===== src/hdl/fts_pkg.sv =====
// Shared types and constants of the FCFS task scheduler.
`default_nettype none

package fts_pkg;

  localparam int MaxTasksDef = 16;
  localparam logic [30:0] WaitMax = '1;
  localparam logic [31:0] TickMax = '1;

  typedef enum logic [1:0] {
    ACT_LOAD = 2'd0,
    ACT_KILL = 2'd1,
    ACT_TICK = 2'd2,
    ACT_READ = 2'd3
  } act_e;

  typedef enum logic [2:0] {
    ST_READY  = 3'd0,
    ST_RUN    = 3'd1,
    ST_IO     = 3'd2,
    ST_DONE   = 3'd3,
    ST_KILLED = 3'd4
  } slot_st_e;

  typedef enum logic [2:0] {
    OP_NOP,
    OP_LOAD,
    OP_PICK,
    OP_KILL,
    OP_EXEC,
    OP_AGE
  } cell_op_e;

  typedef enum logic [2:0] {
    S_IDLE,
    S_LOAD,
    S_PICK1,
    S_EXEC,
    S_AGE,
    S_PICK2,
    S_KILL,
    S_RESP
  } state_e;

  // broadcast to every cell
  typedef struct packed {
    logic [15:0]        pid;
    logic [15:0]        burst;
    logic signed [16:0] io_start;
    logic [15:0]        io_dur;
    logic [31:0]        tick;
    logic               ran;
  } cmd_t;

  // carried from cell to cell along with the sweep token
  typedef struct packed {
    logic found;
    logic rel;
  } chain_t;

  typedef struct packed {
    logic ran;
    logic fin;
  } exec_ev_t;

  typedef struct packed {
    logic [15:0] pid;
    logic [15:0] cpu;
    logic [15:0] io;
    logic [31:0] comp;
    logic [30:0] wait_cnt;
    slot_st_e    st;
  } view_t;

endpackage

`default_nettype wire


===== src/hdl/fts_cell.sv =====
// One task slot of the scheduler chain.
`default_nettype none

module fts_cell #(
  parameter int MaxTasks = fts_pkg::MaxTasksDef,
  parameter int Idx      = 0,
  localparam int IW = (MaxTasks > 1) ? $clog2(MaxTasks) : 1,
  localparam int CW = $clog2(MaxTasks + 1)
) (
  input  wire logic              clk_i,
  input  wire logic              rst_ni,
  input  fts_pkg::cell_op_e      op_i,
  input  fts_pkg::cmd_t          cmd_i,
  input  wire logic [CW-1:0]     count_i,
  input  wire logic [IW-1:0]     holder_i,
  input  wire logic              hv_i,
  input  wire logic              tok_i,
  input  fts_pkg::chain_t        chain_i,
  input  wire logic [IW-1:0]     idx_i,
  output logic                   tok_o,
  output fts_pkg::chain_t        chain_o,
  output logic [IW-1:0]          idx_o,
  output fts_pkg::exec_ev_t      ev_o,
  output fts_pkg::view_t         view_o,
  output logic                   settled_o,
  output logic                   running_o
);

  logic [15:0]        pid_q, pid_d;
  logic [15:0]        burst_q, burst_d;
  logic signed [16:0] ios_q, ios_d;
  logic [15:0]        iod_q, iod_d;
  logic [15:0]        left_q, left_d;
  logic [15:0]        done_q, done_d;
  logic [15:0]        iol_q, iol_d;
  logic [31:0]        comp_q, comp_d;
  logic [30:0]        wait_q, wait_d;
  fts_pkg::slot_st_e  st_q, st_d;
  logic               tok_q, tok_d;
  fts_pkg::chain_t    chain_q, chain_d;
  logic [IW-1:0]      idx_q, idx_d;
  logic               valid;
  logic               is_h;

  assign valid = CW'(Idx) < count_i;
  assign is_h  = hv_i && (holder_i == IW'(Idx));

  always_comb begin
    pid_d   = pid_q;
    burst_d = burst_q;
    ios_d   = ios_q;
    iod_d   = iod_q;
    left_d  = left_q;
    done_d  = done_q;
    iol_d   = iol_q;
    comp_d  = comp_q;
    wait_d  = wait_q;
    st_d    = st_q;
    tok_d   = tok_i;
    chain_d = chain_i;
    idx_d   = idx_i;
    ev_o    = '0;
    case (op_i)
      fts_pkg::OP_LOAD: begin
        if (count_i == CW'(Idx)) begin
          pid_d   = cmd_i.pid;
          burst_d = cmd_i.burst;
          ios_d   = cmd_i.io_start;
          iod_d   = cmd_i.io_dur;
          left_d  = cmd_i.burst;
          done_d  = '0;
          iol_d   = cmd_i.io_dur;
          comp_d  = '0;
          wait_d  = '0;
          st_d    = fts_pkg::ST_READY;
        end
      end
      fts_pkg::OP_PICK: begin
        if (tok_i && valid && st_q == fts_pkg::ST_READY && left_q != '0 &&
            !chain_i.found) begin
          st_d          = fts_pkg::ST_RUN;
          chain_d.found = 1'b1;
          idx_d         = IW'(Idx);
        end
      end
      fts_pkg::OP_KILL: begin
        if (tok_i && valid && pid_q == cmd_i.pid && !chain_i.found) begin
          chain_d.found = 1'b1;
          if (st_q inside {fts_pkg::ST_READY, fts_pkg::ST_RUN, fts_pkg::ST_IO}) begin
            st_d   = fts_pkg::ST_KILLED;
            comp_d = cmd_i.tick;
            left_d = '0;
            if (is_h) chain_d.rel = 1'b1;
          end
        end
      end
      fts_pkg::OP_EXEC: begin
        if (valid && is_h) begin
          if (left_q != '0) begin
            if (!ios_q[16] && ios_q[15:0] == done_q && iol_q != '0) begin
              st_d = fts_pkg::ST_IO;
            end else begin
              st_d   = fts_pkg::ST_RUN;
              ev_o.ran = 1'b1;
              left_d = left_q - 16'd1;
              done_d = done_q + 16'd1;
              if (left_q == 16'd1) begin
                st_d     = fts_pkg::ST_DONE;
                comp_d   = (cmd_i.tick == fts_pkg::TickMax) ? fts_pkg::TickMax
                                                            : cmd_i.tick + 32'd1;
                ev_o.fin = 1'b1;
              end
            end
          end else begin
            st_d     = fts_pkg::ST_DONE;
            comp_d   = cmd_i.tick;
            ev_o.fin = 1'b1;
          end
        end
      end
      fts_pkg::OP_AGE: begin
        if (valid) begin
          if (st_q == fts_pkg::ST_READY && !is_h && cmd_i.ran &&
              wait_q != fts_pkg::WaitMax) begin
            wait_d = wait_q + 31'd1;
          end
          // count down I/O, release to ready on the last tick
          if (st_q == fts_pkg::ST_IO) begin
            if (iol_q != '0) begin
              iol_d = iol_q - 16'd1;
              if (iol_q == 16'd1) st_d = fts_pkg::ST_READY;
            end else begin
              st_d = fts_pkg::ST_READY;
            end
          end
        end
      end
      default: ;
    endcase
  end

  always_ff @(posedge clk_i) begin
    pid_q   <= pid_d;
    burst_q <= burst_d;
    ios_q   <= ios_d;
    iod_q   <= iod_d;
    left_q  <= left_d;
    done_q  <= done_d;
    iol_q   <= iol_d;
    comp_q  <= comp_d;
    wait_q  <= wait_d;
    st_q    <= st_d;
    idx_q   <= idx_d;
  end

  always_ff @(posedge clk_i or negedge rst_ni) begin
    if (!rst_ni) begin
      tok_q   <= 1'b0;
      chain_q <= '0;
    end else begin
      tok_q   <= tok_d;
      chain_q <= chain_d;
    end
  end

  assign tok_o   = tok_q;
  assign chain_o = chain_q;
  assign idx_o   = idx_q;

  assign view_o.pid      = pid_q;
  assign view_o.cpu      = burst_q;
  assign view_o.io       = iod_q;
  assign view_o.comp     = comp_q;
  assign view_o.wait_cnt = wait_q;
  assign view_o.st       = st_q;

  assign settled_o = !valid || st_q == fts_pkg::ST_DONE || st_q == fts_pkg::ST_KILLED;
  assign running_o = valid && st_q == fts_pkg::ST_RUN;

endmodule

`default_nettype wire


===== config.mk =====
export PLATFORM = sky130hd
export DESIGN_NAME = fts_cell
export DESIGN_NICKNAME = d
export VERILOG_FILES = /design/src/hdl/fts_pkg.sv /design/src/hdl/fts_cell.sv
export SDC_FILE = /design/constraint.sdc
export NUM_CORES = 1
export LEC_CHECK = 0
export BUFFER_PORTS_ARGS = -buffer_cell sky130_fd_sc_hd__buf_2
export CORE_ASPECT_RATIO = 2
export CORE_MARGIN = 3
export CORE_UTILIZATION = 50
export CTS_CLUSTER_DIAMETER = 30
export DETAILED_ROUTE_END_ITERATION = 16
export PLACE_DENSITY = 0.76
export SLEW_MARGIN = 20
export SYNTH_ARGS = -nofsm -noshare
export SYNTH_HDL_FRONTEND = slang
export SYNTH_SLANG_ARGS = --single-unit

===== constraint.sdc =====
create_clock -name clk_i -period 10.1 [get_ports clk_i]
set_input_delay 0 -clock clk_i [delete_from_list [all_inputs] [get_ports clk_i]]
set_output_delay 0 -clock clk_i [all_outputs]
set_load 0.05 [all_outputs]

==> impl_results.rst <==
.. list-table::
   :header-rows: 1

   * - Metric
     - Value
   * - Dpl hpwl
     - 17.72 mm
   * - Final-layout setup total negative slack
     - 0 ps
   * - Leading register cell type out of synthesis
     - sky130_fd_sc_hd__edfxtp_1
   * - Placeable core region
     - 18480 µm²
   * - Final-stage net count
     - 1328
   * - Pins over their slew limit
     - 0
   * - Number of vias per cell after detailed routing
     - 5.553
   * - Vias in the first global route
     - 8326
   * - Maximum Capacitance Violations
     - 0
   * - Setup repair after global routing missed its margin
     - false
   * - CP cell instances
     - inv_1, ha_1, or4b_2, nor4_4, nor2_4, nand2_2, nand3_1, dlygate4sd3_1
   * - Antenna violations before repair
     - 0
   * - Final weighted congestion of routability-driven global placement
     - 0.9224
   * - CP arrival
     - 3790 ps
   * - Die outline area
     - 20800 µm²
   * - Number of CTS-inserted buffers
     - 17
   * - Register bit count reported by yosys
     - 186
   * - Routed Wire Length
     - 26.20 mm
   * - H-tree depth reported by CTS
     - 4
   * - Post-cts gate resize count
     - 0
   * - Critical path class
     - reg -> reg
   * - Latest clock arrival within the worst-skew pair
     - 430 ps
   * - EDFF count, synth
     - 179
   * - Overall power
     - 1.675 mW
   * - Setup bufs post-CTS
     - 0
   * - Global-route met2 utilization
     - 45.94%
   * - Synth async-reset ratio
     - 1.613%
   * - Hold_ws
     - 9.707 ps
   * - Status
     - finished clean
   * - Data required, critical path
     - 10280 ps
   * - Met1 Track Usage GR
     - 27.39%
   * - Cell area after technology mapping
     - 9503 µm²
   * - Syn Area/Cell
     - 11.10 µm²
   * - Remaining max-slew budget at the tightest pin
     - 29.56%
   * - Net count after synthesis
     - 985
   * - Worst path setup slack after routing
     - 6494 ps
   * - Number of non-filler instances in the completed layout
     - 1466
   * - I/O pin count
     - 245
   * - Endpoints failing hold
     - 0
   * - Number of filler instances in the final layout
     - 1378
   * - Num rows
     - 70
   * - Aggregate global-route resource usage
     - 25.12%
   * - Worst setup timing slack at the placement stage
     - 6771 ps
   * - Kind of start point of the critical path
     - flop
   * - Peak VDD IR
     - 0.0001081 V
   * - DP Cell Count
     - 1326
   * - Fin Clk Skew
     - 14.36 ps
   * - Area added between synthesis and finish
     - 32.71%
   * - Largest stage delay, worst path
     - 670 ps
   * - Starting density of the core
     - 51.42%
   * - Master of the slowest instance on the critical path
     - sky130_fd_sc_hd__nor4_4
   * - Time the worst path needs with I/O delays and setup
     - 3606 ps
   * - Number of remaining DRC errors
     - 0
   * - Pin count of the biggest net entering global routing
     - 66
   * - Proportion of synthesized chip area in sequential cells
     - 58.20%
   * - Clock Tree Buf Depth
     - 2
   * - Final cell area excluding filler cells
     - 12610 µm²
   * - Total placed instance area
     - 10970 µm²
   * - Die X
     - 103.5 µm
   * - Maximum clock rate
     - 277.3 MHz
   * - First drt pass iteration count
     - 5
   * - Clock tree from TritonCTS
     - built
   * - Maximum net fanout on the critical path
     - 22
   * - Clock transition at the registers of the reported paths
     - 70 ps
   * - Fin util
     - 68.24%
   * - Critical Path Sink Type
     - flop
   * - First-pass GRT wire length
     - 40.92 mm
   * - Synthesized netlist cell count
     - 856
   * - Y dimension of the die
     - 201.0 µm
   * - Count of input and output buffers
     - 244
   * - Share of the clock period used by the worst path
     - 35.70%
   * - Root buffer cell
     - sky130_fd_sc_hd__clkbuf_16
   * - Number of nets with antenna violations after routing
     - 0
   * - Leakage power of the design
     - 4.832 nW
   * - Synth Warn #
     - 0
   * - Number of sinks on the clock net
     - 186
   * - Peak-usage layer in the global routing report
     - met2
   * - Count of vias placed by the detailed router
     - 8141
   * - Post-detailed-route wirelength per cell
     - 17.87 µm
   * - Pwr/cell area
     - 132.8 nW/µm²
   * - Final setup violating endpoints
     - 0
   * - Global-route congestion overflow total
     - 0
   * - Met3 track demand over resource in global routing
     - 4.452%
   * - Share of layout cells above drive strength 1
     - 25.66%
   * - Transition time at the pin with the least slew margin
     - 1057 ps
   * - DRC marker count from the first detailed-route iteration
     - 504
   * - Class of the most critical hold timing path
     - in -> reg
   * - Number of distinct library cells after synthesis
     - 65
[layer usage]
metal  vias to the layer above  routed length, µm
met4                         0                857
met2                       310              14360
li1                       3872                  -
met5                         -                  0
met3                        56               1458
met1                      3903               9514
[cells by family after synthesis]
group           synth area share [%]
compound gates                 8.453
xor+xnor                       9.032
fa+ha+maj                      1.185
buf+inv                        2.014
flops                          58.20
mux                           0.2107
simple gates                   20.91
[repair_timing]
item / in CTS / in global routing
hold endpoints to repair: 134 / 0
setup endpoints to repair: 0 / 0
hold buffers: 106 / 0
[worst paths after layout]
path | startpoint | end | slack (ps) | cells after the start
min in group asynchronous | rst_ni | tok_o | 470 | 3
max in group asynchronous | rst_ni | chain_o[0] | 9490 | 3
setup reg to reg | left_q[0] | comp_q[17] | 6490 | 8
hold reg to reg | wait_q[19] | wait_q[19] | 650 | 2
hold / removal | cmd_i[1] | comp_q[0] | 10 | 3
setup / recovery | left_q[0] | comp_q[17] | 6490 | 8
[final cells by class]
class / instances / area, µm² / share of cell area (%)
Clock buffer: 19 / 432.9 / 3.433
Antenna cell: 2 / 5.005 / 0.03969
Multi-Input combinational cell: 625 / 3815 / 30.25
Timing Repair Buffer: 355 / 2320 / 18.39
Sequential cell: 186 / 5530 / 43.85
Inverter: 14 / 52.55 / 0.4167
Tap cell: 252 / 315.3 / 2.500
Clock inverter: 13 / 140.1 / 1.111
[report_power, final]
part	internal, mW	switching (mW)
sequential	0.854	0.00637
clock	0.347	0.307
combinational	0.0701	0.0904
[layout by cell type (no fill, tap or decap), drive strengths merged, types with 10 or more instances in the layout]
master	Yosys	final
buf	7	249
edfxtp	179	179
dlygate4sd3	0	106
nor2	92	92
nand2	89	89
o21ai	66	66
xor2	55	55
nand3	52	52
xnor2	43	43
a21oi	26	26
and3	25	25
nor3	23	23
nand4	21	21
clkbuf	24	19
nor4	19	19
inv	14	17
a31oi	14	14
or3	10	10
[state kept, by name, indices dropped and copies added (netlist names)]
name     flops
st_q         3
wait_q      31
done_q      16
comp_q      32
ios_q       17
pid_q       16
idx_o        4
tok_o        1
chain_o      2
iol_q       16
left_q      16
burst_q     16
iod_q       16
[critical path: cells and delay by family, from the launching register on]
family        cells  cell delay (ps)
simple gates      5             1960
flops             1              420
fa+ha+maj         1              270
buf+inv           2              700
[synth_stat cells, types with 8 or more instances]
cell | instances | area (µm²)
sky130_fd_sc_hd__inv_1 | 13 | 48.80
sky130_fd_sc_hd__nand3_1 | 52 | 260.3
sky130_fd_sc_hd__edfxtp_1 | 179 | 5375
sky130_fd_sc_hd__nand2_1 | 88 | 330.3
sky130_fd_sc_hd__nor4_1 | 15 | 93.84
sky130_fd_sc_hd__or3_1 | 8 | 50.05
sky130_fd_sc_hd__a31oi_1 | 13 | 81.33
sky130_fd_sc_hd__ha_1 | 9 | 112.6
sky130_fd_sc_hd__o21ai_0 | 56 | 280.3
sky130_fd_sc_hd__a21oi_1 | 26 | 130.1
sky130_fd_sc_hd__nor2_1 | 90 | 337.8
sky130_fd_sc_hd__and3_1 | 25 | 156.4
sky130_fd_sc_hd__nand4_1 | 21 | 131.4
sky130_fd_sc_hd__xor2_1 | 55 | 481.7
sky130_fd_sc_hd__nor3_1 | 19 | 95.09
sky130_fd_sc_hd__o21ai_1 | 9 | 45.04
sky130_fd_sc_hd__nor2b_1 | 9 | 56.30
sky130_fd_sc_hd__xnor2_1 | 43 | 376.6
sky130_fd_sc_hd__clkbuf_1 | 24 | 90.09
Note: power is estimated with default switching activity, not from simulation.
